**src/hdl/bwbrm_pkg.sv**
```systemverilog
// Package: types, constants and codes of the run-measure block.
`default_nettype none
package bwbrm_pkg;

   localparam int unsigned DEF_IMAGE_COLS = 256;
   localparam int unsigned DEF_IMAGE_ROWS = 256;

   localparam int unsigned DIM_W      = 9;
   localparam int unsigned CSR_AW     = 3;
   localparam int unsigned CSR_DW     = 32;
   localparam int unsigned CRD_W      = 12;
   localparam int unsigned PROD_W     = 2 * CRD_W;
   localparam int unsigned ACC_W      = PROD_W + 1;
   localparam int unsigned SQ_N_W     = 32;
   localparam int unsigned REM_W      = 20;
   localparam int unsigned LEN_W      = 16;
   localparam int unsigned ITER_W     = 5;
   localparam int unsigned DIV_STEPS  = PROD_W;
   localparam int unsigned SQRT_STEPS = SQ_N_W / 2;
   localparam int unsigned FRAC_SHIFT = 12;
   localparam int unsigned ONE_Q6     = 64;

   localparam logic FUNC_WRITE = 1'b0;
   localparam logic FUNC_QUERY = 1'b1;

   typedef struct packed {
      logic       func;
      logic [7:0] pix_col;
      logic [7:0] pix_row;
      logic       pix_value;
      logic [7:0] from_col;
      logic [7:0] from_row;
      logic [7:0] to_col;
      logic [7:0] to_row;
   } req_type;

   typedef struct packed {
      logic [LEN_W-1:0] run_length;
      logic             found;
   } rsp_type;

   typedef enum logic {
      CSR_COLS,
      CSR_ROWS
   } csr_idx_type;

   typedef enum logic [1:0] {
      ALU_MUL,
      ALU_DIV,
      ALU_SQRT
   } alu_op_type;

   typedef struct packed {
      logic       start;
      alu_op_type op;
   } alu_cmd_type;

   typedef struct packed {
      logic busy;
      logic done;
   } alu_stat_type;

   typedef enum logic [3:0] {
      ST_IDLE,
      ST_CHECK,
      ST_SETUP,
      ST_ADDR,
      ST_TEST,
      ST_SQ_DI,
      ST_SQ_DJ,
      ST_ROOT,
      ST_MIR_X,
      ST_CLIP_Y,
      ST_MUL_A,
      ST_MUL_B,
      ST_DIV,
      ST_SUM,
      ST_DONE
   } ctrl_state_type;

endpackage
`default_nettype wire

```
**src/hdl/bwbrm_alu.sv**
```systemverilog
// Shared arithmetic unit: combinational multiply, bit-serial divide and square root.
`default_nettype none
module bwbrm_alu (
   input  wire logic                               clock,
   input  wire logic                               reset,
   input  wire bwbrm_pkg::alu_cmd_type             cmd,
   input  wire logic signed [bwbrm_pkg::CRD_W-1:0] mul_a,
   input  wire logic signed [bwbrm_pkg::CRD_W-1:0] mul_b,
   input  wire logic [bwbrm_pkg::SQ_N_W-1:0]       itr_n,
   input  wire logic [bwbrm_pkg::CRD_W-1:0]        itr_d,
   output logic signed [bwbrm_pkg::PROD_W-1:0]     prod,
   output bwbrm_pkg::alu_stat_type                 stat,
   output logic [bwbrm_pkg::PROD_W-1:0]            quot,
   output logic [bwbrm_pkg::REM_W-1:0]             rem
);
   import bwbrm_pkg::*;

   logic [SQ_N_W-1:0] n_ff, n_in;
   logic [REM_W-1:0]  rem_ff, rem_in;
   logic [PROD_W-1:0] q_ff, q_in;
   logic [CRD_W-1:0]  d_ff;
   logic [ITER_W-1:0] cnt_ff;
   logic              busy_ff, done_ff, sqrt_ff;

   logic [REM_W+1:0]  rs, trial;
   logic [REM_W+2:0]  diff;
   logic              ge;

   assign prod = mul_a * mul_b;

   always_comb begin
      if (sqrt_ff) begin
         rs    = {rem_ff, n_ff[SQ_N_W-1 -: 2]};
         trial = (REM_W+2)'({q_ff[LEN_W-1:0], 2'b01});
         n_in  = n_ff << 2;
      end else begin
         rs    = {1'b0, rem_ff, n_ff[SQ_N_W-1]};
         trial = (REM_W+2)'(d_ff);
         n_in  = n_ff << 1;
      end
      diff   = {1'b0, rs} - {1'b0, trial};
      ge     = !diff[REM_W+2];
      rem_in = ge ? diff[REM_W-1:0] : rs[REM_W-1:0];
      q_in   = {q_ff[PROD_W-2:0], ge};
   end

   always_ff @(posedge clock) begin
      if (reset) begin
         busy_ff <= 1'b0;
         done_ff <= 1'b0;
      end else begin
         done_ff <= busy_ff && (cnt_ff == '0);
         if (cmd.start && cmd.op != ALU_MUL) begin
            busy_ff <= 1'b1;
         end else if (busy_ff && cnt_ff == '0) begin
            busy_ff <= 1'b0;
         end
      end
   end

   always_ff @(posedge clock) begin
      if (cmd.start && cmd.op != ALU_MUL) begin
         n_ff    <= itr_n;
         rem_ff  <= '0;
         q_ff    <= '0;
         d_ff    <= itr_d;
         sqrt_ff <= (cmd.op == ALU_SQRT);
         cnt_ff  <= (cmd.op == ALU_SQRT) ? ITER_W'(SQRT_STEPS - 1) : ITER_W'(DIV_STEPS - 1);
      end else if (busy_ff) begin
         n_ff   <= n_in;
         rem_ff <= rem_in;
         q_ff   <= q_in;
         cnt_ff <= cnt_ff - 1'b1;
      end
   end

   assign stat.busy = busy_ff;
   assign stat.done = done_ff;
   assign quot      = q_ff;
   assign rem       = rem_ff;
endmodule
`default_nettype wire

```
**config.mk**
```make
export PLATFORM = sky130hd
export DESIGN_NAME = bwbrm_alu
export DESIGN_NICKNAME = d
export VERILOG_FILES = /design/src/hdl/bwbrm_pkg.sv /design/src/hdl/bwbrm_alu.sv
export SDC_FILE = /design/constraint.sdc
export NUM_CORES = 1
export LEC_CHECK = 0
export ABC_AREA = 0
export BUFFER_PORTS_ARGS = -buffer_cell sky130_fd_sc_hd__buf_4
export CELL_PAD_IN_SITES_DETAIL_PLACEMENT = 0
export CELL_PAD_IN_SITES_GLOBAL_PLACEMENT = 1
export CORE_MARGIN = 2
export CORE_UTILIZATION = 46
export DETAILED_ROUTE_END_ITERATION = 16
export GPL_TIMING_DRIVEN = 1
export PLACE_DENSITY = 0.84
export SYNTH_ARGS = -nofsm -noshare
export SYNTH_HDL_FRONTEND = slang
export SYNTH_SLANG_ARGS = --single-unit
```
**constraint.sdc**
```tcl
create_clock -name clock -period 16.7 [get_ports clock]
set_clock_uncertainty 0.05 [all_clocks]
set_input_delay 5.01 -clock clock [delete_from_list [all_inputs] [get_ports clock]]
set_output_delay 5.01 -clock clock [all_outputs]
set_load 0.01 [all_outputs]
```
After elaboration in Yosys (flattened, before gate mapping)
Cells that the tools add are included.
{"block": "op_classes", "n_addsub": 2, "n_mul": 1, "eq_ne": 1, "muxes": 11, "reduce_logical": 7}
{"op": "$mux 32", "n": 3}
{"op": "$mul 12x12->24", "n": 1}
{"op": "$sub 22x22->23", "n": 1}
{"op": "$mux 22", "n": 1}
{"op": "$mux 20", "n": 1}
{"op": "$mux 18", "n": 1}
{"op": "$mux 5", "n": 3}
{"op": "$reduce_bool 2->1", "n": 3}
{"op": "$logic_not 5->1", "n": 1}
{"op": "$sub 5x1->5 const B", "n": 1}
{"op": "$eq 2x2->1 const B", "n": 1}
{"op": "$logic_and 1x1->1", "n": 2}
{"op": "$mux 1", "n": 2}
{"op": "$logic_not 1->1", "n": 1}
{"block": "totals", "ff_bits": 96, "in_bits": 73, "out_inout_bits": 70, "elab_cells": 30}

Depth between registers and ports, before layout
{"block": "depth", "word_depth": 4, "ltp_mapped": 22, "depth_no_buf": 21}

Worst setup path before layout
OpenSTA, ideal clock, no wires.
{"block": "synth_path", "kind": "input-to-output", "startpoint": "input port mul_b[0] (netlist bit)", "endpoint": "output port prod[23] (netlist bit)", "arrival_ps": 9975, "required_ps": 11640, "slack_ps": 1665, "stages": 20, "path_buffers": 1, "path_cell_list": "clkbuf_1 > nand2_1 > fa_1 > inv_1 > ha_1 > fa_1 > fa_1 > inv_1 > fa_1 > inv_1 > ha_1 > a21o_1 > a21o_1 > a21o_1 > nor2_1 > a21oi_1 > or4_1 > a31o_2 > a21oi_1 > xnor2_1"}
{"block": "synth_via", "elab_chain_len": 1}
{"item": "start, declared", "line": "bwbrm_alu.sv:8", "source": "input wire logic signed [bwbrm_pkg::CRD_W-1:0] mul_b,"}
{"item": "$mul 12x12->24", "line": "bwbrm_alu.sv:29", "source": "assign prod = mul_a * mul_b;"}
{"item": "end, declared", "line": "bwbrm_alu.sv:11", "source": "output logic signed [bwbrm_pkg::PROD_W-1:0] prod,"}
No other way between the ends.

Worst setup path in the final report
{"block": "layout_path", "startpoint": "input port mul_b[11] (netlist bit)", "endpoint": "output port prod[23] (netlist bit)"}
Same word-level chain as after synthesis.

==> results.py <==
metrics = {
    "timing": {
        "fin_crit_sh_pct": 92.14,
        "finalHoldWorstSlack_ns": 0.4470,
        "drv_slew": 0,
        "rsz0062_at_grt": "false",
        "tightest_slew_ns": 1.033,
        "hold_violations": 0,
        "period_needed_ns": 15.39,
        "timing.slew.headroom_pct": 31.16,
        "fin_tns_setup_ns": 0,
        "max_freq_mhz": 64.99,
        "finalSetupViolations": 0,
    },
    "finish": {
        "mostFrequentLayoutCell": "inv_1",
        "syn_to_final_growth_pct": 14.32,
        "drive_above_1_share_pct": 15.96,
        "nets": 1512,
        "final_cell_mix": "inv_1, nand2_1, buf_4",
        "n_antenna_cell": 0,
    },
    "worst_setup_path": {
        "crit_chain": "buf_4 > inv_1 > nor2_1 > fa_1 > fa_1 > fa_1 > fa_1 > inv_1 > fa_1 > inv_1 > ha_1 > a21o_1 > a21o_1 > a21o_1 > nor2_1 > a21oi_1 > or4_1 > a31o_2 > a21oi_1 > xnor2_1 > buf_4",
        "crit_path_top_delay_cell": "fa_1",
        "required_ns": 11.64,
        "crit_type": "in2out",
        "cp.arrival_ns": 10.33,
        "worstPathMaxFanout": 11,
        "cpPeakStageDelay_ns": 0.51,
        "crit_path_start_kind": "primary input",
        "cpLargestDelayFamily": "adder cells",
        "r2r_slack_ns": 12.45,
        "crit_buf_inv": 5,
        "cpMostUsedCell": "fa_1",
        "endpoint_kind": "primary output",
    },
    "yosys": {
        "syn_nets": 1408,
        "synth_edf_count": 50,
        "async_flop_share_pct": 0,
        "ys.flop_type": "edfxtp_1",
        "ys_types": 59,
        "yosys_warnings": 0,
        "synth-seq-cells": 96,
        "synth_cells": 1125,
        "ys_seq_area_share_pct": 22.79,
        "syn_avg_cell_area_sq_um": 9.449,
        "syn-cell-area_sq_um": 10630,
    },
    "grt": {
        "track_usage_pct": 20.31,
        "first_global_vias": 8009,
        "antenna_found_initial": 0,
        "grt_pass1_wl_mm": 39.43,
        "grt_max_degree": 104,
        "globalRoute.totalOverflow": 0,
    },
    "placement": {
        "place.gp.congestion": 0.8709,
        "port-buffer-count": 142,
        "dp_hpwl_mm": 18.50,
    },
    "floorplanning": {
        "die_area_sq_um": 24340,
        "rows": 55,
        "ios": 143,
        "die_x_microns": 156.0,
        "core_sq_um": 22640,
        "initial_core_util_pct": 46.95,
        "fp.dieH_microns": 156.0,
    },
    "drt": {
        "drt_iter0_markers": 351,
        "drt_wl_total_mm": 23.80,
        "drc": 0,
        "via_per_inst": 5.125,
        "wl_per_cell_microns": 15.67,
        "ant_nets": 0,
        "drt_first_pass_iters": 5,
        "num_vias": 7785,
    },
    "clocking": {
        "clock-sinks": 96,
        "post_cts_resized": 0,
        "cts_buffers": 9,
        "insertion_delay_ns": 0.35,
        "htree_levels": 3,
        "cts-root-buf": "clkbuf_16",
        "clock_path_buffers": 2,
        "cts_tree": "done",
        "hold_buffers": 0,
        "clk_pin_slew_ns": 0.07,
        "cts_setup_buffers": 0,
    },
    "pwr": {
        "p_per_area_nw_per_um2": 207.4,
        "irDropWorstVdd_mv": 0.3283,
        "leakage_nw": 5.941,
    },
    "run_status": {
        "status": "finished, final reports clean",
    },
    "job": {
        "drv_cap": 0,
    },
    "hold_path": {
        "min_path_type": "reg2reg",
    },
}
==> sequential cells by signal, indices dropped and copies added, names as in the netlist <==
| name | cells |
|---|---|
| n_ff | 32 |
| quot | 24 |
| rem | 20 |
| d_ff | 12 |
| cnt_ff | 5 |
| busy_ff | 1 |
| done_ff | 1 |
| sqrt_ff | 1 |
==> per-layer routing <==
layer | global-route usage [%] | routed length (microns) | vias up | share of wire (%)
met2 | 34.96 | 11760 | 165 | 49
li1 | - | - | 3809 | -
met4 | 4.325 | 319 | 0 | 1.3
met1 | 26.48 | 10350 | 3790 | 43
met3 | 4.361 | 1373 | 21 | 5.8
met5 | 0 | 0 | - | 0
==> stage by stage <==
stage | setup slack [ns] | std cells | instance area [sq um] | power [mW] | util, %
after floorplan | 1.665 | 1125 | 10630 | 1.702 | -
after global placement | 1.396 | 1503 | 11870 | 2.321 | 52.41
after detailed placement | 1.361 | 1503 | 11870 | 2.341 | 52.41
after CTS | 1.347 | 1519 | 12150 | 2.549 | 53.68
after global routing | 1.003 | 1519 | 12150 | 2.783 | 53.68
final | 1.313 | 1519 | 12150 | 2.520 | 53.68
==> final timing paths <==
check,startpoint,end,cells after the start
max,mul_b[11],prod[23],21
min,rem[14],rem[14],2
max reg2reg,sqrt_ff,rem[17],12
min reg2reg,rem[14],rem[14],2
==> area by class of cell <==
class                   instances  area (sq um)
repair buffers                147          1104
clock buffers                  10         239.0
multi-input cells             795          7306
flip-flops and latches         96          2424
well taps                     285         356.6
clock inverters                 6         48.80
inverters                     180         675.6
fillers                      2066         10490
==> tightest hold or removal path, delay by kind of cell, from the launching register on <==
family,cells,cell delay (ns)
compound gates,1,0.05
simple gates,1,0.06
flops,1,0.34
==> Yosys cell counts, types with 3 or more instances <==
cell	n	share of area, %
xor2_1	8	0.66
a211oi_1	5	0.35
o21a_1	4	0.28
nand3_1	4	0.19
xnor2_1	32	2.6
inv_1	180	6.4
buf_1	9	0.32
edfxtp_1	50	14
nand2_1	147	5.2
o21ai_1	7	0.33
nor3_1	14	0.66
or4_1	3	0.21
fa_1	139	26
a21o_1	10	0.71
nor2_1	68	2.4
and2_1	45	2.6
or2_2	3	0.18
ha_1	71	8.4
mux2i_1	81	7.6
mux2_2	17	1.8
a21boi_0	3	0.21
a21oi_1	31	1.5
clkbuf_1	40	1.4
dfxtp_1	46	8.7
o21ai_0	55	2.6
nand2b_1	7	0.41
nor2b_1	4	0.24
==> logic make-up (layout without fill, tap and decap cells) <==
logic type | Yosys count | in the layout | synth area share [%]
simple gates | 307 | 307 | 13.04
mux | 100 | 100 | 9.710
fa+ha+maj | 210 | 210 | 34.53
xor+xnor | 40 | 40 | 3.296
compound gates | 138 | 138 | 8.145
buf+inv | 234 | 343 | 8.486
flops | 96 | 96 | 22.79
==> power by group <==
group	leakage (nW)	switching [mW]	total, mW	internal (mW)
registers	0.869	0.0269	0.313	0.286
logic	4.93	1.02	2.01	0.983
clock network	0.144	0.0923	0.199	0.107
total	5.94	1.14	2.52	1.38
Note: power is estimated with default switching activity, not from simulation.
