### config.mk
export PLATFORM = sky130hd
export DESIGN_NAME = bwbrm_ctrl
export DESIGN_NICKNAME = d
export VERILOG_FILES = /design/src/hdl/bwbrm_pkg.sv /design/src/hdl/bwbrm_ctrl.sv
export SDC_FILE = /design/constraint.sdc
export NUM_CORES = 1
export LEC_CHECK = 0
export BUFFER_PORTS_ARGS = -buffer_cell sky130_fd_sc_hd__buf_2
export CAP_MARGIN = 20
export CELL_PAD_IN_SITES_DETAIL_PLACEMENT = 1
export CELL_PAD_IN_SITES_GLOBAL_PLACEMENT = 2
export CORE_ASPECT_RATIO = 1.5
export CORE_MARGIN = 10
export CORE_UTILIZATION = 41
export CTS_CLUSTER_DIAMETER = 150
export DETAILED_ROUTE_END_ITERATION = 8
export GPL_TIMING_DRIVEN = 0
export PLACE_DENSITY = 0.94
export RECOVER_POWER = 100
export REMOVE_ABC_BUFFERS = 1
export SYNTH_ARGS = -nofsm -noshare
export SYNTH_HDL_FRONTEND = slang
export SYNTH_SLANG_ARGS = --single-unit
### constraint.sdc
create_clock -name clock -period 9.5 [get_ports clock]
set_input_delay 1.9 -clock clock [delete_from_list [all_inputs] [get_ports clock]]
set_output_delay 1.9 -clock clock [all_outputs]
set_load 0.03 [all_outputs]
### src/hdl/bwbrm_pkg.sv
// Package: types, constants and codes of the run-measure block.
`default_nettype none
package bwbrm_pkg;

   localparam int unsigned DEF_IMAGE_COLS = 256;
   localparam int unsigned DEF_IMAGE_ROWS = 256;

   localparam int unsigned DIM_W      = 9;
   localparam int unsigned CSR_AW     = 3;
   localparam int unsigned CSR_DW     = 32;
   localparam int unsigned CRD_W      = 12;
   localparam int unsigned PROD_W     = 2 * CRD_W;
   localparam int unsigned ACC_W      = PROD_W + 1;
   localparam int unsigned SQ_N_W     = 32;
   localparam int unsigned REM_W      = 20;
   localparam int unsigned LEN_W      = 16;
   localparam int unsigned ITER_W     = 5;
   localparam int unsigned DIV_STEPS  = PROD_W;
   localparam int unsigned SQRT_STEPS = SQ_N_W / 2;
   localparam int unsigned FRAC_SHIFT = 12;
   localparam int unsigned ONE_Q6     = 64;

   localparam logic FUNC_WRITE = 1'b0;
   localparam logic FUNC_QUERY = 1'b1;

   typedef struct packed {
      logic       func;
      logic [7:0] pix_col;
      logic [7:0] pix_row;
      logic       pix_value;
      logic [7:0] from_col;
      logic [7:0] from_row;
      logic [7:0] to_col;
      logic [7:0] to_row;
   } req_type;

   typedef struct packed {
      logic [LEN_W-1:0] run_length;
      logic             found;
   } rsp_type;

   typedef enum logic {
      CSR_COLS,
      CSR_ROWS
   } csr_idx_type;

   typedef enum logic [1:0] {
      ALU_MUL,
      ALU_DIV,
      ALU_SQRT
   } alu_op_type;

   typedef struct packed {
      logic       start;
      alu_op_type op;
   } alu_cmd_type;

   typedef struct packed {
      logic busy;
      logic done;
   } alu_stat_type;

   typedef enum logic [3:0] {
      ST_IDLE,
      ST_CHECK,
      ST_SETUP,
      ST_ADDR,
      ST_TEST,
      ST_SQ_DI,
      ST_SQ_DJ,
      ST_ROOT,
      ST_MIR_X,
      ST_CLIP_Y,
      ST_MUL_A,
      ST_MUL_B,
      ST_DIV,
      ST_SUM,
      ST_DONE
   } ctrl_state_type;

endpackage
`default_nettype wire

### src/hdl/bwbrm_ctrl.sv
// Sequencer: pixel writes, line walks, mirror clipping and length assembly.
`default_nettype none
module bwbrm_ctrl #(
   parameter int unsigned IMAGE_COLS = bwbrm_pkg::DEF_IMAGE_COLS,
   parameter int unsigned IMAGE_ROWS = bwbrm_pkg::DEF_IMAGE_ROWS
) (
   input  wire logic                                clock,
   input  wire logic                                reset,
   input  wire logic                                req_valid,
   output logic                                     req_stall,
   input  wire bwbrm_pkg::req_type                  req_data,
   output logic                                     rsp_valid,
   input  wire logic                                rsp_stall,
   output bwbrm_pkg::rsp_type                       rsp_data,
   input  wire logic [bwbrm_pkg::DIM_W-1:0]         cols_in_use,
   input  wire logic [bwbrm_pkg::DIM_W-1:0]         rows_in_use,
   output logic                                     ram_we,
   output logic [$clog2(IMAGE_COLS*IMAGE_ROWS)-1:0] ram_waddr,
   output logic                                     ram_wdata,
   output logic [$clog2(IMAGE_COLS*IMAGE_ROWS)-1:0] ram_raddr,
   input  wire logic                                ram_rdata,
   output bwbrm_pkg::alu_cmd_type                   alu_cmd,
   output logic signed [bwbrm_pkg::CRD_W-1:0]       mul_a,
   output logic signed [bwbrm_pkg::CRD_W-1:0]       mul_b,
   output logic [bwbrm_pkg::SQ_N_W-1:0]             itr_n,
   output logic [bwbrm_pkg::CRD_W-1:0]              itr_d,
   input  wire logic signed [bwbrm_pkg::PROD_W-1:0] prod,
   input  wire bwbrm_pkg::alu_stat_type             alu_stat,
   input  wire logic [bwbrm_pkg::PROD_W-1:0]        quot,
   input  wire logic [bwbrm_pkg::REM_W-1:0]         rem
);
   import bwbrm_pkg::*;

   localparam int unsigned AW = $clog2(IMAGE_COLS * IMAGE_ROWS);
   localparam logic signed [CRD_W-1:0] C_ONE  = 1;
   localparam logic signed [CRD_W-1:0] C_MONE = -1;

   typedef logic signed [CRD_W-1:0] crd_type;

   ctrl_state_type state_ff, state_in;
   logic    walk_ff, walk_in, mir_ff, mir_in;
   crd_type q_fx_ff, q_fx_in, q_fy_ff, q_fy_in, t_x_ff, t_x_in, t_y_ff, t_y_in;
   crd_type wfx_ff, wfx_in, wfy_ff, wfy_in, wtx_ff, wtx_in, wty_ff, wty_in;
   crd_type x_ff, x_in, y_ff, y_in, dx_ff, dx_in, dy_ff, dy_in, err_ff, err_in;
   crd_type di_ff, di_in, dj_ff, dj_in, num_ff, num_in, den_ff, den_in;
   crd_type ox_ff, ox_in, oy_ff, oy_in;
   logic    steep_ff, steep_in, xs_neg_ff, xs_neg_in, ys_neg_ff, ys_neg_in;
   logic [1:0] st_ff, st_in;
   logic    inb_ff, neg_ff, neg_in;
   logic signed [ACC_W-1:0] acc_ff, acc_in, acc_sum;
   logic [LEN_W-1:0] l1_ff, l1_in, len_ff, len_in, res_len_ff, res_len_in;
   logic    res_found_ff, res_found_in;
   logic    rsp_valid_ff, rsp_valid_in;
   rsp_type rsp_data_ff, rsp_data_in;

   crd_type w_eff, h_eff, col_c, row_c, adx, ady, xstep, ystep, err1, x_nx, qs;
   crd_type sfx, sfy, stx, sty, mx;
   logic    inb_c, free, accept, hit, fin;
   logic [1:0] st_nx;
   logic [PROD_W-1:0] mag;
   logic [LEN_W:0] sum;

   always_comb begin
      if (cols_in_use == '0) w_eff = C_ONE;
      else if (int'(cols_in_use) > IMAGE_COLS) w_eff = crd_type'(IMAGE_COLS);
      else w_eff = crd_type'(cols_in_use);
      if (rows_in_use == '0) h_eff = C_ONE;
      else if (int'(rows_in_use) > IMAGE_ROWS) h_eff = crd_type'(IMAGE_ROWS);
      else h_eff = crd_type'(rows_in_use);
   end

   assign free      = !rsp_valid_ff || !rsp_stall;
   assign req_stall = !(state_ff == ST_IDLE && free);
   assign accept    = req_valid && !req_stall;

   assign ram_we    = accept && req_data.func == FUNC_WRITE
                      && int'(req_data.pix_col) < IMAGE_COLS
                      && int'(req_data.pix_row) < IMAGE_ROWS;
   assign ram_waddr = AW'(AW'(req_data.pix_row) * AW'(IMAGE_COLS) + AW'(req_data.pix_col));
   assign ram_wdata = req_data.pix_value;

   assign col_c     = steep_ff ? y_ff : x_ff;
   assign row_c     = steep_ff ? x_ff : y_ff;
   assign inb_c     = col_c >= 0 && row_c >= 0 && col_c < w_eff && row_c < h_eff;
   assign ram_raddr = AW'(AW'(unsigned'(row_c)) * AW'(IMAGE_COLS) + AW'(unsigned'(col_c)));

   assign acc_sum = acc_ff + ACC_W'(prod);
   assign mag     = PROD_W'(acc_sum[ACC_W-1] ? -acc_sum : acc_sum);
   assign qs      = crd_type'(neg_ff ? (~quot + 1'b1) : quot);

   always_ff @(posedge clock) begin
      if (reset) begin
         state_ff     <= ST_IDLE;
         rsp_valid_ff <= 1'b0;
      end else begin
         state_ff     <= state_in;
         rsp_valid_ff <= rsp_valid_in;
      end
   end

   always_ff @(posedge clock) begin
      walk_ff <= walk_in;   mir_ff <= mir_in;
      q_fx_ff <= q_fx_in;   q_fy_ff <= q_fy_in;
      t_x_ff <= t_x_in;     t_y_ff <= t_y_in;
      wfx_ff <= wfx_in;     wfy_ff <= wfy_in;
      wtx_ff <= wtx_in;     wty_ff <= wty_in;
      x_ff <= x_in;         y_ff <= y_in;
      dx_ff <= dx_in;       dy_ff <= dy_in;       err_ff <= err_in;
      di_ff <= di_in;       dj_ff <= dj_in;
      num_ff <= num_in;     den_ff <= den_in;
      ox_ff <= ox_in;       oy_ff <= oy_in;
      steep_ff <= steep_in; xs_neg_ff <= xs_neg_in; ys_neg_ff <= ys_neg_in;
      st_ff <= st_in;       inb_ff <= inb_c;      neg_ff <= neg_in;
      acc_ff <= acc_in;     l1_ff <= l1_in;       len_ff <= len_in;
      res_len_ff <= res_len_in;
      res_found_ff <= res_found_in;
      rsp_data_ff <= rsp_data_in;
   end

   always_comb begin
      state_in = state_ff;
      walk_in = walk_ff;   mir_in = mir_ff;
      q_fx_in = q_fx_ff;   q_fy_in = q_fy_ff;
      t_x_in = t_x_ff;     t_y_in = t_y_ff;
      wfx_in = wfx_ff;     wfy_in = wfy_ff;
      wtx_in = wtx_ff;     wty_in = wty_ff;
      x_in = x_ff;         y_in = y_ff;
      dx_in = dx_ff;       dy_in = dy_ff;       err_in = err_ff;
      di_in = di_ff;       dj_in = dj_ff;
      num_in = num_ff;     den_in = den_ff;
      ox_in = ox_ff;       oy_in = oy_ff;
      steep_in = steep_ff; xs_neg_in = xs_neg_ff; ys_neg_in = ys_neg_ff;
      st_in = st_ff;       neg_in = neg_ff;
      acc_in = acc_ff;     l1_in = l1_ff;       len_in = len_ff;
      res_len_in = res_len_ff;
      res_found_in = res_found_ff;
      rsp_data_in = rsp_data_ff;
      rsp_valid_in = rsp_valid_ff && rsp_stall;
      alu_cmd.start = 1'b0;
      alu_cmd.op = ALU_MUL;
      mul_a = '0;
      mul_b = '0;
      itr_n = {mag, {(SQ_N_W-PROD_W){1'b0}}};
      itr_d = unsigned'(den_ff);
      adx = '0; ady = '0; sfx = '0; sfy = '0; stx = '0; sty = '0;
      xstep = xs_neg_ff ? C_MONE : C_ONE;
      ystep = ys_neg_ff ? C_MONE : C_ONE;
      err1 = err_ff + dy_ff;
      x_nx = x_ff + xstep;
      hit = 1'b0; fin = 1'b0; st_nx = st_ff;
      mx = '0;
      sum = '0;

      unique case (state_ff)
         ST_IDLE: begin
            if (accept) begin
               if (req_data.func == FUNC_WRITE) begin
                  rsp_data_in  = '0;
                  rsp_valid_in = 1'b1;
               end else begin
                  q_fx_in  = crd_type'(req_data.from_col);
                  q_fy_in  = crd_type'(req_data.from_row);
                  t_x_in   = crd_type'(req_data.to_col);
                  t_y_in   = crd_type'(req_data.to_row);
                  state_in = ST_CHECK;
               end
            end
         end
         ST_CHECK: begin
            walk_in = 1'b0;
            if (q_fx_ff >= w_eff || q_fy_ff >= h_eff) begin
               res_len_in   = '0;
               res_found_in = 1'b0;
               state_in     = ST_DONE;
            end else begin
               state_in = ST_SETUP;
            end
         end
         ST_SETUP: begin
            adx = (q_fx_ff > t_x_ff) ? q_fx_ff - t_x_ff : t_x_ff - q_fx_ff;
            ady = (q_fy_ff > t_y_ff) ? q_fy_ff - t_y_ff : t_y_ff - q_fy_ff;
            steep_in = ady > adx;
            sfx = steep_in ? q_fy_ff : q_fx_ff;
            sfy = steep_in ? q_fx_ff : q_fy_ff;
            stx = steep_in ? t_y_ff : t_x_ff;
            sty = steep_in ? t_x_ff : t_y_ff;
            dx_in = steep_in ? ady : adx;
            dy_in = steep_in ? adx : ady;
            err_in = -(dx_in >>> 1);
            xs_neg_in = !(sfx < stx);
            ys_neg_in = !(sfy < sty);
            wfx_in = sfx; wfy_in = sfy; wtx_in = stx; wty_in = sty;
            x_in = sfx;   y_in = sfy;   st_in = 2'd0;
            state_in = ST_ADDR;
         end
         ST_ADDR: begin
            state_in = ST_TEST;
         end
         ST_TEST: begin
            hit = (inb_ff && ram_rdata) == (st_ff != 2'd1);
            if (hit && st_ff == 2'd2) begin
               di_in    = x_ff - wfx_ff;
               dj_in    = y_ff - wfy_ff;
               state_in = ST_SQ_DI;
            end else begin
               st_nx = hit ? st_ff + 2'd1 : st_ff;
               st_in = st_nx;
               if (err1 > 0) begin
                  if (y_ff == wty_ff) begin
                     fin = 1'b1;
                  end else begin
                     y_in   = y_ff + ystep;
                     err_in = err1 - dx_ff;
                  end
               end else begin
                  err_in = err1;
               end
               x_in = x_nx;
               if (x_nx == wtx_ff + xstep) fin = 1'b1;
               if (!fin) begin
                  state_in = ST_ADDR;
               end else if (st_nx == 2'd2) begin
                  di_in    = wtx_ff - wfx_ff + xstep;
                  dj_in    = wty_ff - wfy_ff;
                  state_in = ST_SQ_DI;
               end else begin
                  res_len_in   = '0;
                  res_found_in = 1'b0;
                  state_in     = ST_DONE;
               end
            end
         end
         ST_SQ_DI: begin
            mul_a    = di_ff;
            mul_b    = di_ff;
            acc_in   = ACC_W'(prod);
            state_in = ST_SQ_DJ;
         end
         ST_SQ_DJ: begin
            mul_a         = dj_ff;
            mul_b         = dj_ff;
            itr_n         = SQ_N_W'(unsigned'(acc_sum)) << FRAC_SHIFT;
            alu_cmd.start = 1'b1;
            alu_cmd.op    = ALU_SQRT;
            state_in      = ST_ROOT;
         end
         ST_ROOT: begin
            if (alu_stat.done) begin
               len_in = quot[LEN_W-1:0] + LEN_W'(rem > REM_W'(quot[LEN_W-1:0]));
               if (!walk_ff) begin
                  l1_in    = len_in;
                  state_in = ST_MIR_X;
               end else begin
                  state_in = ST_SUM;
               end
            end
         end
         ST_MIR_X: begin
            mx     = (q_fx_ff <<< 1) - t_x_ff;
            num_in = C_ONE;
            den_in = C_ONE;
            ox_in  = mx;
            if (mx < 0) begin
               num_in = q_fx_ff;
               den_in = q_fx_ff - mx;
               ox_in  = '0;
            end else if (mx >= w_eff) begin
               num_in = w_eff - C_ONE - q_fx_ff;
               den_in = mx - q_fx_ff;
               ox_in  = w_eff - C_ONE;
            end
            mir_in   = 1'b0;
            state_in = ST_MUL_A;
         end
         ST_CLIP_Y: begin
            num_in = C_ONE;
            den_in = C_ONE;
            if (oy_ff < 0) begin
               num_in = q_fy_ff;
               den_in = q_fy_ff - oy_ff;
               oy_in  = '0;
            end else if (oy_ff >= h_eff) begin
               num_in = h_eff - C_ONE - q_fy_ff;
               den_in = oy_ff - q_fy_ff;
               oy_in  = h_eff - C_ONE;
            end
            mir_in   = 1'b1;
            state_in = ST_MUL_A;
         end
         ST_MUL_A: begin
            mul_a    = mir_ff ? q_fx_ff : q_fy_ff;
            mul_b    = den_ff;
            acc_in   = ACC_W'(prod);
            state_in = ST_MUL_B;
         end
         ST_MUL_B: begin
            mul_a         = mir_ff ? ox_ff - q_fx_ff : q_fy_ff - t_y_ff;
            mul_b         = num_ff;
            neg_in        = acc_sum[ACC_W-1];
            alu_cmd.start = 1'b1;
            alu_cmd.op    = ALU_DIV;
            state_in      = ST_DIV;
         end
         ST_DIV: begin
            if (alu_stat.done) begin
               if (!mir_ff) begin
                  oy_in    = qs;
                  state_in = ST_CLIP_Y;
               end else begin
                  t_x_in   = qs;
                  t_y_in   = oy_ff;
                  walk_in  = 1'b1;
                  state_in = ST_SETUP;
               end
            end
         end
         ST_SUM: begin
            sum = {1'b0, l1_ff} + {1'b0, len_ff};
            if (sum < (LEN_W+1)'(ONE_Q6)) begin
               res_len_in = '0;
            end else begin
               sum = sum - (LEN_W+1)'(ONE_Q6);
               res_len_in = sum[LEN_W] ? '1 : sum[LEN_W-1:0];
            end
            res_found_in = 1'b1;
            state_in     = ST_DONE;
         end
         ST_DONE: begin
            if (free) begin
               rsp_data_in.run_length = res_len_ff;
               rsp_data_in.found      = res_found_ff;
               rsp_valid_in           = 1'b1;
               state_in               = ST_IDLE;
            end
         end
         default: begin
            state_in = ST_IDLE;
         end
      endcase
   end

   assign rsp_valid = rsp_valid_ff;
   assign rsp_data  = rsp_data_ff;
endmodule
`default_nettype wire

; Word-level counts from Yosys, hierarchy flattened
; Index checks and enable logic that the tools add are counted.
[word_totals]
ff_bits = 324
output_inout_bits = 124
inputBits = 143
[op_classes]
add_sub_neg = 34
bitwise_logic = 3
n_mux = 110
n_reduce_logical = 43
eq_ne = 36
n_lt_le_gt_ge = 20
[op_table]
columns = op, n
row1 = 12-bit two-way mux, 48
row2 = 12-bit case mux with 2 select lines, 8
row3 = 16-bit two-way mux, 6
row4 = 12-bit case mux with 4 select lines, 2
row5 = 12-bit by 9-bit subtractor with 12-bit output, 7
row6 = 12-bit adder, 5
row7 = 12-bit subtractor, 5
row8 = 4-bit case mux with 14 select lines, 1
row9 = 17-bit two-way mux, 3
row10 = 16-bit case mux with 3 select lines, 1
row11 = 9-bit by 12-bit subtractor with 12-bit output, 4
row12 = 4-bit two-way mux, 10
row13 = 17-bit case mux with 2 select lines, 1
row14 = 32-bit two-way mux, 1
row15 = "4-bit equality test, second input constant", 7
row16 = "2-bit inequality test, second input constant", 14
row17 = 24-bit by 24-bit adder with 25-bit output, 1
row18 = 12-bit equality test, 2
row19 = "12-bit by 1-bit greater-or-equal comparator with 1-bit output, second input constant", 2
row20 = 12-bit greater-or-equal comparator, 2
row21 = 9-bit by 12-bit greater-or-equal comparator with 1-bit output, 2
row22 = 9-bit by 12-bit > comparator with 1-bit output, 2
row23 = "12-bit by 1-bit < comparator with 1-bit output, second input constant", 2
row24 = 12-bit < comparator, 2
row25 = 48 further kinds, 108

; Logic depth before layout (Yosys ltp)
; Gate-level depths: netlist of run 1.
[depth]
word_depth = 9
depth_mapped = 29

; Worst setup path after synthesis of run 1
; No wires, ideal clock.
[synth_path]
kind = input-to-output
start = input port prod[0] in the netlist's numbering
end = output port itr_n[28] in the netlist's numbering
arrival_time_ps = 5154
stages = 11
path_slack_ps = 2446
path_buffers = 0
cell_sequence = ha_1 > fa_1 > a211oi_1 > nor3_1 > o21ai_2 > o22ai_1 > or2_1 > o311ai_1 > o41ai_1 > xor2_1 > mux2i_1
[synth_via]
elab_chain_len = 4
[synth_lines]
columns = item, line
row1 = from (decl), bwbrm_ctrl.sv:27  ; input wire logic signed [bwbrm_pkg::PROD_W-1:0] prod,
row2 = 24-bit by 24-bit adder with 25-bit output (*), bwbrm_ctrl.sv:87  ; assign acc_sum = acc_ff + ACC_W'(prod);
row3 = 24-bit negation, bwbrm_ctrl.sv:88  ; assign mag = PROD_W'(acc_sum[ACC_W-1] ? -acc_sum : acc_sum);
row4 = 24-bit two-way mux, bwbrm_ctrl.sv:88
row5 = 32-bit two-way mux (*), bwbrm_ctrl.sv:154  ; unique case (state_ff)
row6 = to (decl), bwbrm_ctrl.sv:25  ; output logic [bwbrm_pkg::SQ_N_W-1:0] itr_n,
; Mark *: on every way between the ends. The rest lies on a longest branch, timed or not.

; Worst setup path in the final report of run 1
[layout_path]
start = register q_fx_ff[0]
end = register err_ff[10] (data pin)
[layout_via]
elab_chain_len = 6
word_cells_on_any_way = 8
cone_classes = add/sub: 3 / order compare: 2 / mux: 3
[layout_lines]
columns = item, line
row1 = from (decl), bwbrm_ctrl.sv:42  ; crd_type q_fx_ff, q_fx_in, q_fy_ff, q_fy_in, t_x_ff, t_x_in, t_y_ff, t_y_in;
row2 = from (signal assigned), bwbrm_ctrl.sv:103  ; q_fx_ff <= q_fx_in; q_fy_ff <= q_fy_in;
row3 = "12-bit by 9-bit subtractor with 12-bit output, or another cell as far along", bwbrm_ctrl.sv:180  ; adx = (q_fx_ff > t_x_ff) ? q_fx_ff - t_x_ff : t_x_ff - q_fx_ff;
row4 = 12-bit two-way mux (*), bwbrm_ctrl.sv:180
row5 = 12-bit > comparator, bwbrm_ctrl.sv:182  ; steep_in = ady > adx;
row6 = 12-bit two-way mux (*), bwbrm_ctrl.sv:187  ; dx_in = steep_in ? ady : adx;
row7 = 11-bit negation with 12-bit output (*), bwbrm_ctrl.sv:189  ; err_in = -(dx_in >>> 1);
row8 = 12-bit case mux with 2 select lines (*), bwbrm_ctrl.sv:154
row9 = named net err_in[10], bwbrm_ctrl.sv:44  ; crd_type x_ff, x_in, y_ff, y_in, dx_ff, dx_in, dy_ff, dy_in, err_ff, err_in;
row10 = to (signal assigned), bwbrm_ctrl.sv:108  ; dx_ff <= dx_in; dy_ff <= dy_in; err_ff <= err_in;
row11 = to (decl), bwbrm_ctrl.sv:44
; Mark *: on every way through the listed nets, which the timed path passes. The rest lies on a longest branch.
; A chain may end at the register's enable or synchronous reset.

==> results of run 1 <==
## per-layer routing
layer | wire length [um] | part of all wire
met4 | 8420 | 0.078
met3 | 5930 | 0.055
met1 | 40100 | 0.37
met2 | 53500 | 0.50
met5 | 13 | 0.00012
## final timing paths
kind	slack, ns	endpoint	start	depth (start not counted)
worst min-delay path	0.52	rsp_data[2]	res_len_ff[1]	1
worst max-delay path	0.82	err_ff[10]	q_fx_ff[0]	26
worst max register to register	0.82	err_ff[10]	q_fx_ff[0]	26
worst min register to register	0.52	rsp_data[2]	res_len_ff[1]	1
## cell usage after synthesis (7+ instances only)
master,number,share of area
sky130_fd_sc_hd__mux2i_1,44,0.015
sky130_fd_sc_hd__o31a_1,11,0.0033
sky130_fd_sc_hd__a221oi_1,24,0.0073
sky130_fd_sc_hd__buf_1,7,0.00091
sky130_fd_sc_hd__o21ai_1,15,0.0026
sky130_fd_sc_hd__o21a_1,46,0.012
sky130_fd_sc_hd__o31ai_1,25,0.0065
sky130_fd_sc_hd__or3_1,18,0.0039
sky130_fd_sc_hd__a22oi_1,34,0.0088
sky130_fd_sc_hd__nor2b_1,49,0.011
sky130_fd_sc_hd__mux2_2,20,0.0078
sky130_fd_sc_hd__o21bai_1,15,0.0039
sky130_fd_sc_hd__a21oi_1,217,0.037
sky130_fd_sc_hd__o21ai_0,220,0.038
sky130_fd_sc_hd__nand2b_1,37,0.0080
sky130_fd_sc_hd__o22ai_1,21,0.0045
sky130_fd_sc_hd__ha_1,325,0.14
sky130_fd_sc_hd__buf_4,25,0.0065
sky130_fd_sc_hd__clkbuf_1,76,0.0098
sky130_fd_sc_hd__nand3_1,44,0.0076
sky130_fd_sc_hd__a31oi_1,27,0.0058
sky130_fd_sc_hd__a21boi_0,26,0.0067
sky130_fd_sc_hd__inv_1,277,0.036
sky130_fd_sc_hd__and3_1,22,0.0047
sky130_fd_sc_hd__a211o_1,10,0.0030
sky130_fd_sc_hd__fa_1,29,0.020
sky130_fd_sc_hd__and2_1,45,0.0097
sky130_fd_sc_hd__o221ai_1,12,0.0036
sky130_fd_sc_hd__nand2_1,271,0.035
sky130_fd_sc_hd__edfxtp_1,310,0.32
sky130_fd_sc_hd__nor4_1,20,0.0043
sky130_fd_sc_hd__a21o_1,83,0.021
sky130_fd_sc_hd__nand4_1,22,0.0047
sky130_fd_sc_hd__or4_1,8,0.0021
sky130_fd_sc_hd__xnor2_1,148,0.045
sky130_fd_sc_hd__xor2_1,84,0.025
sky130_fd_sc_hd__nor3_1,74,0.013
sky130_fd_sc_hd__buf_2,14,0.0024
sky130_fd_sc_hd__or2_2,12,0.0026
sky130_fd_sc_hd__a211oi_1,33,0.0085
sky130_fd_sc_hd__o211ai_1,18,0.0047
sky130_fd_sc_hd__nor2_1,240,0.031
sky130_fd_sc_hd__nand3b_1,7,0.0018
## logic make-up after synthesis
group,after synthesis,share of synthesized area
AO/OA/AOI/OAI,938,0.216
AND/OR/NAND/NOR,901,0.149
buffers and inverters,405,0.0568
adder cells (fa/ha/maj),354,0.160
flip-flops,316,0.325
XOR/XNOR,232,0.0701
multiplexers,64,0.0230
other,1,0.000129
## critical path, cell delays in order, from the launching register on
cell                        delay (ns)
sky130_fd_sc_hd__edfxtp_1         0.62
sky130_fd_sc_hd__inv_1            0.40
sky130_fd_sc_hd__ha_1             0.32
sky130_fd_sc_hd__inv_1            0.14
sky130_fd_sc_hd__fa_1             0.48
sky130_fd_sc_hd__a21o_1           0.25
sky130_fd_sc_hd__a221o_1          0.38
sky130_fd_sc_hd__o211a_1          0.36
sky130_fd_sc_hd__nor2_1           0.48
sky130_fd_sc_hd__a2bb2oi_1        0.26
sky130_fd_sc_hd__xnor2_1          0.26
sky130_fd_sc_hd__nand2_1          0.13
sky130_fd_sc_hd__ha_1             0.37
sky130_fd_sc_hd__a211o_1          0.32
sky130_fd_sc_hd__a21oi_1          0.20
sky130_fd_sc_hd__o21ai_0          0.13
sky130_fd_sc_hd__o31ai_1          0.30
sky130_fd_sc_hd__o21a_4           0.37
sky130_fd_sc_hd__buf_16           0.30
sky130_fd_sc_hd__clkinv_1         0.76
sky130_fd_sc_hd__nand2_1          0.27
sky130_fd_sc_hd__o21a_1           0.20
sky130_fd_sc_hd__ha_1             0.22
sky130_fd_sc_hd__o211ai_2         0.18
sky130_fd_sc_hd__nor4_2           0.30
sky130_fd_sc_hd__xor2_1           0.19
sky130_fd_sc_hd__a22oi_1          0.10
## per-stage QoR
| stage | cells | hold slack [ns] |
|---|---|---|
| after global placement | 4218 | 0.501 |
| after CTS | 4302 | 0.524 |
| after global routing | 4305 | 0.541 |
| after floorplan | 3096 | 0.495 |
| after detailed placement | 4238 | 0.509 |
| final | 4305 | 0.523 |
## final cells by class
class	instances	area, um^2	share of cell area
Inverter	281	1050	0.0332
Clock inverter	21	196	0.00618
Multi-Input combinational cell	2499	17900	0.564
Clock buffer	43	906	0.0285
Timing Repair Buffer	238	1120	0.0354
Tap cell	907	1130	0.0357
Sequential cell	316	9430	0.297
## state kept, by name, indices dropped and copies added, names as in the netlist, 16 cells and up
name,cells
acc_ff,24
l1_ff,16
len_ff,16
res_len_ff,16
rsp_data,17
## power groups by stage
stage | Sequential, mW | Clock (mW) | Combinational, mW
2_1_floorplan | 1.85 | 0 | 1.92
3_3_place_gp | 1.89 | 0 | 2.64
3_5_place_dp | 1.89 | 0 | 2.76
4_1_cts | 1.86 | 1.40 | 2.79
5_1_grt | 1.87 | 1.45 | 3.06
6_report | 1.86 | 1.38 | 2.76
==> flow_summary.toml, run 1 <==
[outcome]
outcome = "complete, but fails checks"
violations = "capacitance limit, slew limit"

[route]
wl_per_cell_um = 25.1
post_detailed_route_count_of_antenna_violating_nets = 0
vias_per_cell = 5.98
detailroute.via_count = 25700
drc = 0
drt_pass_1_iters = 5
totalWireLength_um = 108000
detail_route.iter0.violations = 1535

[clock_network]
clkSinkCount = 316
htree_num_levels = 2
clockRootBuffer = "sky130_fd_sc_hd__clkbuf_16"
postCtsHoldBufs = 0
postCtsSetupRepairBufs = 0
cts-buffers-inserted = 35
tritoncts_clock_tree = "done"
max_buffers_root_to_sink = 3
ctsResizeCount = 0
clk_latency_ns = 0.59
clock_slew_seen_by_the_registers_of_the_worst_setup_and_hold_paths_ns = 0.06

[sta]
final-hold-violation-count = 0
max_slew.worst_pin.slew_ns = 4.00
max_clock_freq_mhz = 115
layout_worst_path_cycle_share = 0.913
fin_worst_skew_ns = 0.0358
rsz0062_at_grt = "no"
layout_min_cycle_time_ns = 8.68
relative_slew_slack = -1.69
setup_ws_ns = 0.824
final-setup-viol-count = 0
timing_max_transition_violations_final = 252
totalNegativeSetupSlack_ns = 0

[placement]
buffer_ports.inserted = 215
gp_routability_congestion = 0.973
dpl.hpwl_um = 87200
placedInstanceArea_um2 = 31100
pre_cts_slack_ns = 1.40

[cells_and_area]
antenna_cells_inserted = 0
finalInstanceArea_um2 = 31800
drive_gt1_frac = 0.0636
nets = 3868
mostFrequentLayoutCells = "sky130_fd_sc_hd__ha_1 (325), sky130_fd_sc_hd__edfxtp_1 (310), sky130_fd_sc_hd__inv_1 (277), sky130_fd_sc_hd__nand2_1 (271), sky130_fd_sc_hd__nor2_1 (239)"
final_util = 0.453
synthToLayoutAreaGrowth_pct = 9.61
nFillCells = 8346
layout_commonest_cell = "sky130_fd_sc_hd__ha_1"

[global_route]
track_usage = 0.255
grt_max_degree = 84
use_met2 = 0.455
globalRouteMet1Util = 0.270
grt.busiest_layer = "met2"
grt_pass1_wl_um = 163000
number_of_global_route_vias_before_repair = 27500
gr-total-overflow = 0
antenna_violations_before_repair = 1
grtUsageMet3 = 0.0437

[die]
initial_utilization = 0.413
die_width_um = 237
design.die.area_um2 = 82000
die_y_um = 346
row_count = 119
fp.coreArea_um2 = 70100
design.portCount = 267

[pwr]
seqPwrFrac = 0.310
combPwrFrac = 0.460
clock_power_share = 0.229
switching_power_mw = 2.52
cell_internal_pwr_mw = 3.48
post-layout-total-power_mw = 6.00
total_leakage_power_nw = 13.2
powerDensity_nw_per_um2 = 189
sw_frac_of_total = 0.420
worst_ir_drop_vdd_mv = 0.161

[synthesis]
synthFlopType = "sky130_fd_sc_hd__edfxtp_1"
synth-seq-cells = 316
synth_cells = 3211
synth-edff-count = 310
portion_of_the_post_synthesis_area_used_by_sequential_elements = 0.325
ys.warnings.count = 0
async_flop_share = 0
synth_cell_type_count = 104
syn-mean-instance-area_um2 = 9.03
netlist_area_um2 = 29000

[job]
timing.max_cap.violations = 10

[worst_setup_path]
worstSetupStartpointType = "flip-flop"
path_max_fanout = 83
worst_endpoint_data_arrival_time_ns = 8.93
worstSetupEndpointType = "flip-flop"
critical_path_class = "reg2reg"
critPathRequiredTime_ns = 9.76

[hold_path]
min_path_type = "reg2reg"
(Power assumes the default switching activity.)
==> run 2: changes to the inputs <==
Settings changed: BUFFER_PORTS_ARGS -buffer_cell sky130_fd_sc_hd__buf_2 to not set, CORE_UTILIZATION 41 to 44, DONT_BUFFER_PORTS set to 1.
==> run 2 against run 1 <==
  * The flow still finishes with violations (capacitance limit, slew limit)
  * Non-clock buffer count is 207 lower
  * Sequential share of layout area is 0.80 points higher
  * Routed wire length is 1.3% higher
  * Design area is 2.6% lower
  * First-iteration DRC count is 11% higher
  * Largest cell class unchanged
==> flow_summary.toml, run 2 (synthesized netlist as in run 1, its figures left out) <==
[sta]
layout_min_cycle_time_ns = 8.54
setup_ws_ns = 0.958
timing_max_transition_violations_final = 222
final-hold-violation-count = 0
rsz0062_at_grt = "no"
totalNegativeSetupSlack_ns = 0
layout_worst_path_cycle_share = 0.899
max_clock_freq_mhz = 117
fin_worst_skew_ns = 0.0200
smallest_hold_slack_ns = 0.543
max_slew.worst_pin.slew_ns = 2.58
final-setup-viol-count = 0
relative_slew_slack = -0.726

[die]
die_width_um = 230
design.die.area_um2 = 76800
fp.coreArea_um2 = 65500
row_count = 115
design.portCount = 267
initial_utilization = 0.443
die_y_um = 334

[worst_setup_path]
worst_endpoint_data_arrival_time_ns = 6.64
path_max_fanout = 7
critical_path_class = "in2out"
worstSetupEndpointType = "primary output"
worstSetupStartpointType = "primary input"
critPathRequiredTime_ns = 7.60
minimum_setup_slack_among_reg_to_reg_paths_ns = 1.02

[cells_and_area]
mostFrequentLayoutCells = "sky130_fd_sc_hd__ha_1 (325), sky130_fd_sc_hd__edfxtp_1 (310), sky130_fd_sc_hd__inv_1 (277), sky130_fd_sc_hd__nand2_1 (271), sky130_fd_sc_hd__nor2_1 (238)"
nets = 3662
layout_commonest_cell = "sky130_fd_sc_hd__ha_1"
finalInstanceArea_um2 = 30900
largest_register = "acc_ff"
largest_register_ffs = 24
drive_gt1_frac = 0.0370
nFillCells = 7593
synthToLayoutAreaGrowth_pct = 6.73

[clock_network]
ctsResizeCount = 0
clockRootBuffer = "sky130_fd_sc_hd__clkbuf_16"
clk_latency_ns = 0.60
postCtsHoldBufs = 0
clock_slew_seen_by_the_registers_of_the_worst_setup_and_hold_paths_ns = 0.07
postCtsSetupRepairBufs = 0
tritoncts_clock_tree = "done"
max_buffers_root_to_sink = 3
htree_num_levels = 2
clkSinkCount = 316
cts-buffers-inserted = 36

[global_route]
grt.busiest_layer = "met2"
antenna_violations_before_repair = 2
track_usage = 0.277
gr-total-overflow = 0
use_met2 = 0.505
number_of_global_route_vias_before_repair = 26800
grtUsageMet3 = 0.0603
grt_max_degree = 84
grt_pass1_wl_um = 163000
globalRouteMet1Util = 0.281

[route]
post_detailed_route_count_of_antenna_violating_nets = 0
drt_pass_1_iters = 6
detailroute.via_count = 25100
vias_per_cell = 6.17
drc = 0
totalWireLength_um = 109000
detail_route.iter0.violations = 1701
wl_per_cell_um = 26.9

[pwr]
worst_ir_drop_vdd_mv = 0.169
powerDensity_nw_per_um2 = 197
total_leakage_power_nw = 12.7
post-layout-total-power_mw = 6.11

[outcome]
violations = "capacitance limit, slew limit"
outcome = "complete, but fails checks"

[job]
timing.max_cap.violations = 11

[placement]
dpl.hpwl_um = 88900
buffer_ports.inserted = 0
pre_cts_slack_ns = 1.25
placedInstanceArea_um2 = 30000
gp_routability_congestion = 1.01

[hold_path]
min_path_type = "reg2reg"
-- run 2: final cells by class --
| type | instances | area, um^2 | share of cell area |
|---|---|---|---|
| Sequential cell | 316 | 9430 | 0.305 |
| Multi-Input combinational cell | 2499 | 17900 | 0.579 |
| Tap cell | 877 | 1100 | 0.0355 |
| Clock buffer | 39 | 912 | 0.0295 |
| Clock inverter | 25 | 302 | 0.00975 |
| Timing Repair Buffer | 31 | 225 | 0.00728 |
| Inverter | 281 | 1050 | 0.0341 |
| Antenna cell | 2 | 5.00 | 0.000162 |
-- run 2: stage by stage --
step,utilization,cells
after global routing,0.473,4069
after floorplan,-,3096
after global placement,0.451,3973
final,0.473,4070
after detailed placement,0.458,4001
after CTS,0.477,4065
-- run 2: final timing paths --
path                                      from            to  cells after the start
worst min-delay path            res_len_ff[14]  rsp_data[15]                      1
worst max-delay path                   prod[0]     itr_n[28]                     11
worst max register to register      q_fx_ff[0]    err_ff[10]                     26
worst min register to register  res_len_ff[14]  rsp_data[15]                      1
-- run 2: critical path: stages --
cell and delay [ns]:
sky130_fd_sc_hd__ha_1 0.25, sky130_fd_sc_hd__fa_1 0.45, sky130_fd_sc_hd__a211oi_1 0.42, sky130_fd_sc_hd__nor3_1 0.18
sky130_fd_sc_hd__o21ai_0 0.59, sky130_fd_sc_hd__o22ai_1 0.18, sky130_fd_sc_hd__or2_0 0.30, sky130_fd_sc_hd__o311ai_0 1.23
sky130_fd_sc_hd__o41ai_1 0.26, sky130_fd_sc_hd__xor2_1 0.20, sky130_fd_sc_hd__mux2i_1 0.68
-- run 2: power breakdown --
group | leakage, nW | internal, mW | switching [mW] | total [mW]
registers | 2.88 | 1.74 | 0.160 | 1.90
clock network | 0.588 | 0.846 | 0.671 | 1.52
logic | 9.27 | 0.960 | 1.73 | 2.69
-- run 2: metal layers --
layer,vias up,share of wire
li1,11600,-
met1,12500,0.36
met2,788,0.51
met3,257,0.062
met4,2,0.069
met5,-,0.00012
